**config.mk**
```make
export PLATFORM = sky130hd
export DESIGN_NAME = rts_ctrl
export DESIGN_NICKNAME = d
export VERILOG_FILES = /design/src/hw/rtl/rts_pkg.sv /design/src/hw/rtl/rts_ctrl.sv
export SDC_FILE = /design/constraint.sdc
export NUM_CORES = 1
export LEC_CHECK = 0
export BUFFER_PORTS_ARGS = -buffer_cell sky130_fd_sc_hd__buf_2
export CORE_MARGIN = 5
export CORE_UTILIZATION = 51
export CTS_CLUSTER_SIZE = 16
export DETAILED_ROUTE_END_ITERATION = 8
export PLACE_DENSITY_LB_ADDON = 0.05
export SYNTH_ARGS = -nofsm -noshare
export SYNTH_HDL_FRONTEND = slang
export SYNTH_SLANG_ARGS = --single-unit
```
**constraint.sdc**
```tcl
create_clock -name clk -period 4.2 [get_ports clk]
set_input_delay 0.21 -clock clk [delete_from_list [all_inputs] [get_ports clk]]
set_output_delay 0.21 -clock clk [all_outputs]
set_load 0.1 [all_outputs]
```
**src/hw/rtl/rts_pkg.sv**
```systemverilog
// record table sort engine: shared types, constants and request codes
// no dependencies
package rts_pkg;
  localparam int unsigned DEPTH = 128;
  localparam int unsigned AW = $clog2(DEPTH);
  localparam int unsigned CW = $clog2(DEPTH + 1);
  localparam int unsigned RW = 72;

  localparam logic [2:0] REQ_ADD = 3'd0;
  localparam logic [2:0] REQ_REMOVE = 3'd1;
  localparam logic [2:0] REQ_READ = 3'd2;
  localparam logic [2:0] REQ_SORT_TITLE = 3'd3;
  localparam logic [2:0] REQ_SORT_AUTHOR = 3'd4;
  localparam logic [2:0] REQ_SORT_PRICE = 3'd5;
  localparam logic [2:0] REQ_MAX = 3'd6;
  localparam logic [2:0] REQ_UNDEF = 3'd7;

  localparam logic [1:0] ST_OK = 2'd0;
  localparam logic [1:0] ST_FULL = 2'd1;
  localparam logic [1:0] ST_MISSING = 2'd2;
  localparam logic [1:0] ST_EMPTY = 2'd3;

  typedef struct packed {
    logic [15:0] book_id;
    logic [15:0] quantity;
    logic [23:0] price;
    logic [7:0] title_initial;
    logic [7:0] author_initial;
  } rec_t;

  typedef struct packed {
    logic [2:0] req_type;
    logic [15:0] book_id;
    logic [15:0] quantity;
    logic [23:0] price_cents;
    logic [7:0] title_initial;
    logic [7:0] author_initial;
    logic [6:0] slot_index;
  } req_t;

  typedef struct packed {
    logic [1:0] status;
    logic [15:0] out_id;
    logic [15:0] out_quantity;
    logic [23:0] out_price;
    logic [7:0] out_title_initial;
    logic [7:0] out_author_initial;
    logic [39:0] total_value;
    logic [7:0] entry_count;
  } rsp_t;

  // controller to datapath
  typedef struct packed {
    logic rd_en;
    logic [AW-1:0] rd_addr;
    logic wr_en;
    logic [AW-1:0] wr_addr;
    logic [1:0] wr_sel;   // 0 request record, 1 held a, 2 held b
    logic lat_a;
    logic lat_b;
    logic lat_best;
    logic mul_start;
  } cmd_t;

  localparam logic [1:0] WSEL_REQ = 2'd0;
  localparam logic [1:0] WSEL_A = 2'd1;
  localparam logic [1:0] WSEL_B = 2'd2;

  // datapath to controller
  typedef struct packed {
    logic id_match;
    logic a_gt_b;
    logic best_lt_b;
  } sts_t;
endpackage

```
**src/hw/rtl/rts_ctrl.sv**
```systemverilog
// sequencer for add, remove, read, exchange sort and max search
// depends on rts_pkg
module rts_ctrl (
  input  logic clk,
  input  logic rst,
  input  logic in_valid,
  output logic in_ready,
  input  rts_pkg::req_t in_data,
  output rts_pkg::req_t req,
  output rts_pkg::cmd_t cmd,
  input  rts_pkg::sts_t sts,
  output logic [rts_pkg::CW-1:0] count,
  output logic done,
  output logic [1:0] status,
  output logic emit,
  input  logic out_busy
);
  import rts_pkg::*;
  localparam logic [4:0] S_IDLE = 5'd0, S_DISPATCH = 5'd1, S_RM_RD = 5'd2,
    S_RM_CHK = 5'd3, S_SH_RD = 5'd4, S_SH_LAT = 5'd5, S_SH_WR = 5'd6,
    S_SO_RA = 5'd7, S_SO_RB = 5'd8, S_SO_LAT = 5'd9, S_SO_CMP = 5'd10,
    S_SO_WB = 5'd11, S_RD_WAIT = 5'd12, S_MX_RD = 5'd13, S_MX_CHK = 5'd14,
    S_MUL = 5'd15, S_DONE = 5'd16;
  logic [4:0] state;
  logic [CW-1:0] i, j;
  logic more_j, more_i;

  assign in_ready = state == S_IDLE;
  assign more_j = (j + 1'b1) < count;
  assign more_i = (i + CW'(2)) < count;

  always_comb begin
    cmd = '0;
    unique case (state)
      S_DISPATCH: begin
        cmd.wr_en = req.req_type == REQ_ADD && count < CW'(DEPTH);
        cmd.wr_addr = count[AW-1:0];
        cmd.wr_sel = WSEL_REQ;
        cmd.rd_en = 1'b1;
        cmd.rd_addr = (req.req_type == REQ_READ) ? req.slot_index[AW-1:0] : '0;
      end
      S_RM_RD, S_MX_RD: begin
        cmd.rd_en = 1'b1;
        cmd.rd_addr = j[AW-1:0];
      end
      S_SH_RD: begin
        cmd.rd_en = 1'b1;
        cmd.rd_addr = AW'(j + 1'b1);
      end
      S_SH_LAT: cmd.lat_b = 1'b1;
      S_SH_WR: begin
        cmd.wr_en = 1'b1;
        cmd.wr_addr = j[AW-1:0];
        cmd.wr_sel = WSEL_B;
      end
      S_SO_RA: begin
        cmd.rd_en = 1'b1;
        cmd.rd_addr = i[AW-1:0];
      end
      S_SO_RB: begin
        cmd.rd_en = 1'b1;
        cmd.rd_addr = j[AW-1:0];
        cmd.lat_a = 1'b1;
      end
      S_SO_LAT: cmd.lat_b = 1'b1;
      S_SO_CMP: begin
        cmd.wr_en = sts.a_gt_b;
        cmd.wr_addr = i[AW-1:0];
        cmd.wr_sel = WSEL_B;
      end
      S_SO_WB: begin
        cmd.wr_en = 1'b1;
        cmd.wr_addr = j[AW-1:0];
        cmd.wr_sel = WSEL_A;
      end
      S_RD_WAIT: cmd.lat_best = 1'b1;
      S_MX_CHK: cmd.lat_best = sts.best_lt_b;
      S_MUL: cmd.mul_start = 1'b1;
      default: ;
    endcase
  end

  always_ff @(posedge clk) begin
    if (rst) begin
      state <= S_IDLE;
      count <= '0;
      done <= 1'b0;
      emit <= 1'b0;
      status <= ST_OK;
      i <= '0;
      j <= '0;
    end else begin
      done <= 1'b0;
      unique case (state)
        S_IDLE: if (in_valid) begin
          req <= in_data;
          state <= S_DISPATCH;
        end
        S_DISPATCH: begin
          status <= ST_OK;
          emit <= 1'b0;
          i <= '0;
          j <= '0;
          case (req.req_type)
            REQ_ADD: begin
              if (count < CW'(DEPTH)) count <= count + 1'b1;
              else status <= ST_FULL;
              state <= S_DONE;
            end
            REQ_REMOVE: begin
              status <= ST_MISSING;
              state <= (count == '0) ? S_DONE : S_RM_RD;
            end
            REQ_READ: begin
              if (CW'(req.slot_index) >= count) begin
                status <= ST_MISSING;
                state <= S_DONE;
              end else begin
                emit <= 1'b1;
                state <= S_RD_WAIT;
              end
            end
            REQ_SORT_TITLE, REQ_SORT_AUTHOR, REQ_SORT_PRICE: begin
              j <= CW'(1);
              state <= (count < CW'(2)) ? S_DONE : S_SO_RA;
            end
            REQ_MAX: begin
              if (count == '0) begin
                status <= ST_EMPTY;
                state <= S_DONE;
              end else begin
                emit <= 1'b1;
                j <= CW'(1);
                state <= S_RD_WAIT;
              end
            end
            default: state <= S_DONE;
          endcase
        end
        S_RD_WAIT: state <= (req.req_type == REQ_MAX) ? S_MX_RD : S_MUL;
        S_MX_RD: state <= (j >= count) ? S_MUL : S_MX_CHK;
        S_MX_CHK: begin
          j <= j + 1'b1;
          state <= S_MX_RD;
        end
        S_MUL: state <= S_DONE;
        S_RM_RD: state <= S_RM_CHK;
        S_RM_CHK: begin
          if (sts.id_match) begin
            status <= ST_OK;
            if (more_j) begin
              state <= S_SH_RD;
            end else begin
              count <= count - 1'b1;
              state <= S_DONE;
            end
          end else if (more_j) begin
            j <= j + 1'b1;
            state <= S_RM_RD;
          end else begin
            state <= S_DONE;
          end
        end
        S_SH_RD: state <= S_SH_LAT;
        S_SH_LAT: state <= S_SH_WR;
        S_SH_WR: begin
          if (j + CW'(2) < count) begin
            j <= j + 1'b1;
            state <= S_SH_RD;
          end else begin
            count <= count - 1'b1;
            state <= S_DONE;
          end
        end
        S_SO_RA: state <= S_SO_RB;
        S_SO_RB: state <= S_SO_LAT;
        S_SO_LAT: state <= S_SO_CMP;
        S_SO_CMP, S_SO_WB: begin
          if (state == S_SO_CMP && sts.a_gt_b) begin
            state <= S_SO_WB;
          end else if (more_j) begin
            j <= j + 1'b1;
            state <= S_SO_RA;
          end else if (more_i) begin
            i <= i + 1'b1;
            j <= i + CW'(2);
            state <= S_SO_RA;
          end else begin
            state <= S_DONE;
          end
        end
        S_DONE: if (!out_busy) begin
          done <= 1'b1;
          state <= S_IDLE;
        end
        default: state <= S_IDLE;
      endcase
    end
  end
endmodule

```
* Word level (Yosys, flattened, before mapping)
Index checks and enable logic that the tools add are counted.
Cells by class: muxes and demuxes 53, reductions and logical operators 20, order comparisons 7, bitwise operators 2, add/subtract/negate cells 6, equal/unequal tests 36
Operators by type and width (number):
- $mux W8 | 14
- $pmux W5 S16 | 1
- $mux W5 | 13
- $eq A5 B4 Y1 const B | 8
- $pmux W10 S4 | 1
- $pmux W8 S5 | 1
- $pmux W8 S4 | 1
- $ne A2 B2 Y1 const B | 13
- $add A8 B1 Y8 const B | 3
- $lt A8 B8 Y1 | 3
- $pmux W8 S3 | 1
- $eq A5 B3 Y1 const B | 4
- $pmux W5 S4 | 1
- $add A8 B2 Y8 const B | 2
- $pmux W8 S2 | 1
- $reduce_and A6 Y1 | 2
- $eq A5 B2 Y1 const B | 2
- $eq A3 B3 Y1 const B | 3
- $mux W1 | 9
- $ge A7 B8 Y1 | 1
- $ge A8 B8 Y1 | 1
- $logic_not A8 Y1 | 1
- $lt A8 B2 Y1 const B | 1
- $lt A8 B8 Y1 const B | 1
- 23 further kinds | 36
Storage, ports and cells: output and inout port bits 117, input port bits 89, flip-flop bits (word level) 115, logic and storage cells 138

* Logic depth before layout (Yosys ltp)
word-level depth 6, depth in mapped cells 12

* Worst setup path after synthesis
No wires, ideal clock.
kind flip-flop to output port, start point register state[3], end point output cmd[6] in the netlist's numbering, stages on the path, launching flop included 7, buffers on the path 1, slack 0 ps, arrival time 3990 ps, data required time 3990 ps, cell sequence dfxtp_1 -> clkbuf_1 -> nand2b_1 -> nor3_1 -> a21o_1 -> a222oi_1 -> inv_1
RTL lines:
- start, declared | RTL line rts_ctrl.sv:24 | logic [4:0] state;
- start signal, assigned | RTL line rts_ctrl.sv:112 | state <= (count == '0) ? S_DONE : S_RM_RD;
- start signal, assigned | RTL line rts_ctrl.sv:125 | state <= (count < CW'(2)) ? S_DONE : S_SO_RA;
- start signal, assigned | RTL line rts_ctrl.sv:140 | S_RD_WAIT: state <= (req.req_type == REQ_MAX) ? S_MX_RD : S_MUL;
- end, declared | RTL line rts_ctrl.sv:10 | output rts_pkg::cmd_t cmd,

* Worst setup path after layout
start point register state[1], end point register count[7] in the netlist's numbering
On the way: word-level cells in the longest chain between the ends 3
Ends and longest elaborated chain:
- $eq A5 B3 Y1, or another cell as far along | RTL line rts_ctrl.sv:94 | unique case (state)
- $ne A2 B2 Y1 (no source line) / $reduce_bool A3 Y1 (equally long branches)
- $reduce_and A6 Y1 (no source line)
- end signal, assigned | RTL line rts_ctrl.sv:106 | if (count < CW'(DEPTH)) count <= count + 1'b1;
- end signal, assigned | RTL line rts_ctrl.sv:154 | count <= count - 1'b1;
- end signal, assigned | RTL line rts_ctrl.sv:171 | count <= count - 1'b1;
- end, declared | RTL line rts_ctrl.sv:12 | output logic [rts_pkg::CW-1:0] count,
Parallel ways exist; a longest one is shown, timed or not. A chain may end at the register's enable or synchronous reset.

==> impl_metrics.py <==
metrics = {
    "status": {
        "outcome": "finished clean",
    },
    "timing": {
        "hold_viol": 0,
        "tns_ps": 0,
        "skew_ps": 10.9,
        "final_max_slew_viol_count": 0,
        "hold-worst-slack_ps": 123,
        "period_needed_ps": 3510,
        "slew_headroom_pct": 29.3,
        "setup_viol": 0,
        "setup_ws_ps": 693,
        "fmax_mhz": 285,
        "rsz0062_at_grt": "no",
        "worst_pin_slew_ps": 1060,
        "period_share_pct": 83.5,
    },
    "setup_path": {
        "cp.arrival_ps": 3820,
        "cp.required_ps": 4510,
        "worst-setup-path-type": "reg -> reg",
        "crit_fanout": 21,
        "worst_setup_path_start_kind": "flip-flop",
        "cp-end-kind": "flip-flop",
    },
    "detailed_routing": {
        "drt_iter0_markers": 627,
        "viasPerCell": 5.86,
        "drc": 0,
        "antenna_left": 0,
        "first_pass_iters": 5,
        "avgRoutedWirePerCell_um": 22.5,
        "finalWirelength_um": 23800,
        "route.vias.total": 6205,
    },
    "logic_synthesis": {
        "synth-async-reset-ratio_pct": 0,
        "ys.flop_type": "edfxtp_1",
        "synth_most_common_cell": "edfxtp_1",
        "synthCells": 592,
        "yosys_register_bits": 115,
        "yosys.cell_types.count": 74,
        "syn-num-nets": 730,
        "yosys-top-cells-area": "edfxtp_1 (39%), dfxtp_1 (10%), ha_1 (9.5%)",
        "synth_top_area_share_pct": 38.8,
        "synth_commonest_cells": "edfxtp_1 (82), ha_1 (48), nand2_1 (43)",
        "netlist_area_sq_mm": 0.00635,
        "synth_area_per_cell_sq_um": 10.7,
        "yosysSeqAreaShare_pct": 49.2,
        "yosysWarnings": 0,
        "synth-edff-count": 82,
        "yosysTopAreaCell": "edfxtp_1",
    },
    "floorplanning": {
        "initial_core_util_pct": 52.4,
        "pin_count": 206,
        "num_rows": 40,
        "die_h_um": 122,
        "core_area_sq_mm": 0.0121,
        "die-area_sq_mm": 0.0148,
        "die_w_um": 122,
    },
    "global_route": {
        "grt_pass1_vias": 6368,
        "grt_max_degree": 83,
        "antenna_found_initial": 0,
        "grt_overflow": 0,
        "grt_pass1_wl_um": 36200,
        "grt_usage_pct": 32.3,
    },
    "placed_design": {
        "dpl_worst_slack_ps": 781,
        "port_buffers": 205,
        "dp_hpwl_um": 15100,
        "place_congestion": 0.935,
    },
    "clock_network": {
        "cts_buffer_depth": 2,
        "post_cts_resized": 0,
        "cts_tree": "built",
        "root_buffer": "clkbuf_16",
        "clk_latency_ps": 420,
        "numCtsBuffers": 17,
        "clk_pin_slew_ps": 60,
        "cts-htree-levels": 4,
        "cts_num_sinks": 115,
    },
    "cells_and_area": {
        "nets": 1016,
        "area_delta_synth_final_pct": 41.0,
        "drive_gt1_share_pct": 28.8,
        "n_antenna_cell": 0,
    },
    "power_and_ir_drop": {
        "fin_total_pwr_w": 0.00387,
        "power_density_mw_per_mm2": 433,
        "ir_drop_mv": 0.377,
        "leakage_nw": 3.90,
    },
    "flow_run": {
        "cap_violations": 0,
    },
    "min_path": {
        "hp-class": "in -> reg",
    },
}
## worst paths after layout
path | start | to | slack [ps] | cells past startpoint
worst min register to register | emit$_SDFFE_PP0P_ | emit$_SDFFE_PP0P_ | 460 | 2
worst min-delay path | in_valid | state[0]$_SDFFE_PP0P_ | 120 | 3
worst max-delay path | state[1]$_SDFFE_PP0P_ | count[7]$_SDFFE_PP0P_ | 690 | 9
worst max register to register | state[1]$_SDFFE_PP0P_ | count[7]$_SDFFE_PP0P_ | 690 | 9
## state kept, by name (all words and copies together) (netlist names)
register and count:
j 8, count 8, emit 1, req 82, i 8, done 1, state 5, status 2
## logic make-up (layout without fill, tap and decap cells)
family / count (synthesis) / count (layout) / synth area share (%)
mux: 11 / 11 / 1.75
simple gates: 169 / 169 / 13.3
fa+ha+maj: 50 / 50 / 9.94
buf+inv: 58 / 357 / 3.63
flops: 115 / 115 / 49.2
xor+xnor: 27 / 27 / 3.73
compound gates: 162 / 162 / 18.5
## cells in the final DEF, fill, tap and decap left out, types with 11 or more instances in the layout
cell type | Yosys | final
a21oi_1 | 36 | 36
a31oi_1 | 11 | 11
buf_2 | 1 | 205
clkbuf_16 | 0 | 17
dfxtp_1 | 33 | 33
dlygate4sd3_1 | 0 | 82
edfxtp_1 | 82 | 82
ha_1 | 48 | 48
inv_1 | 29 | 29
nand2_1 | 43 | 43
nand3_1 | 25 | 25
nor2_1 | 37 | 37
nor3_1 | 16 | 15
o21ai_0 | 29 | 29
xnor2_1 | 15 | 15
xor2_1 | 12 | 12
## where the power goes
group	internal [W]	leakage [nW]	switching (W)
registers	0.00131	1.03	0.0000524
clock network	0.000934	0.283	0.000556
logic	0.000212	2.59	0.000804
## timing repair
item                       4_1_cts  5_1_grt
setup endpoints to repair        0        0
hold buffers                    82        0
setup buffers                    0        0
hold endpoints to repair        82        0
## final cells by class
type / instances / area (sq um)
clock buffer: 20 / 437
timing repair buffer: 295 / 1910
inverter: 30 / 113
sequential: 115 / 3120
clock inverter: 12 / 154
tap: 168 / 210
multi-input combinational: 419 / 3000
fill: 843 / 3170
## critical path, cell delays in order (launching register included)
cell	delay (ps)
dfxtp_1	770
nand2b_1	210
nor3_2	640
ha_1	370
a21oi_1	220
o211ai_1	170
o41ai_1	390
xor2_1	170
o31a_1	280
o21a_1	180
## metal layers
metal,GRT usage [%],routed length [um],vias up
met5,0,0,-
met4,14.2,969,0
met3,10.4,2220,66
met2,54.2,11700,356
met1,37.9,8950,2948
li1,-,-,2835
## through the flow
stage                     cell area [sq um]  utilization (%)  instances
after floorplan                        6350                -        592
final                                  8950             73.9       1059
after global routing                   8950             73.9       1059
after CTS                              8950             73.9       1059
after global placement                 7530             62.2        945
after detailed placement               7530             62.2        945
Power figures use the tool's default switching activity.
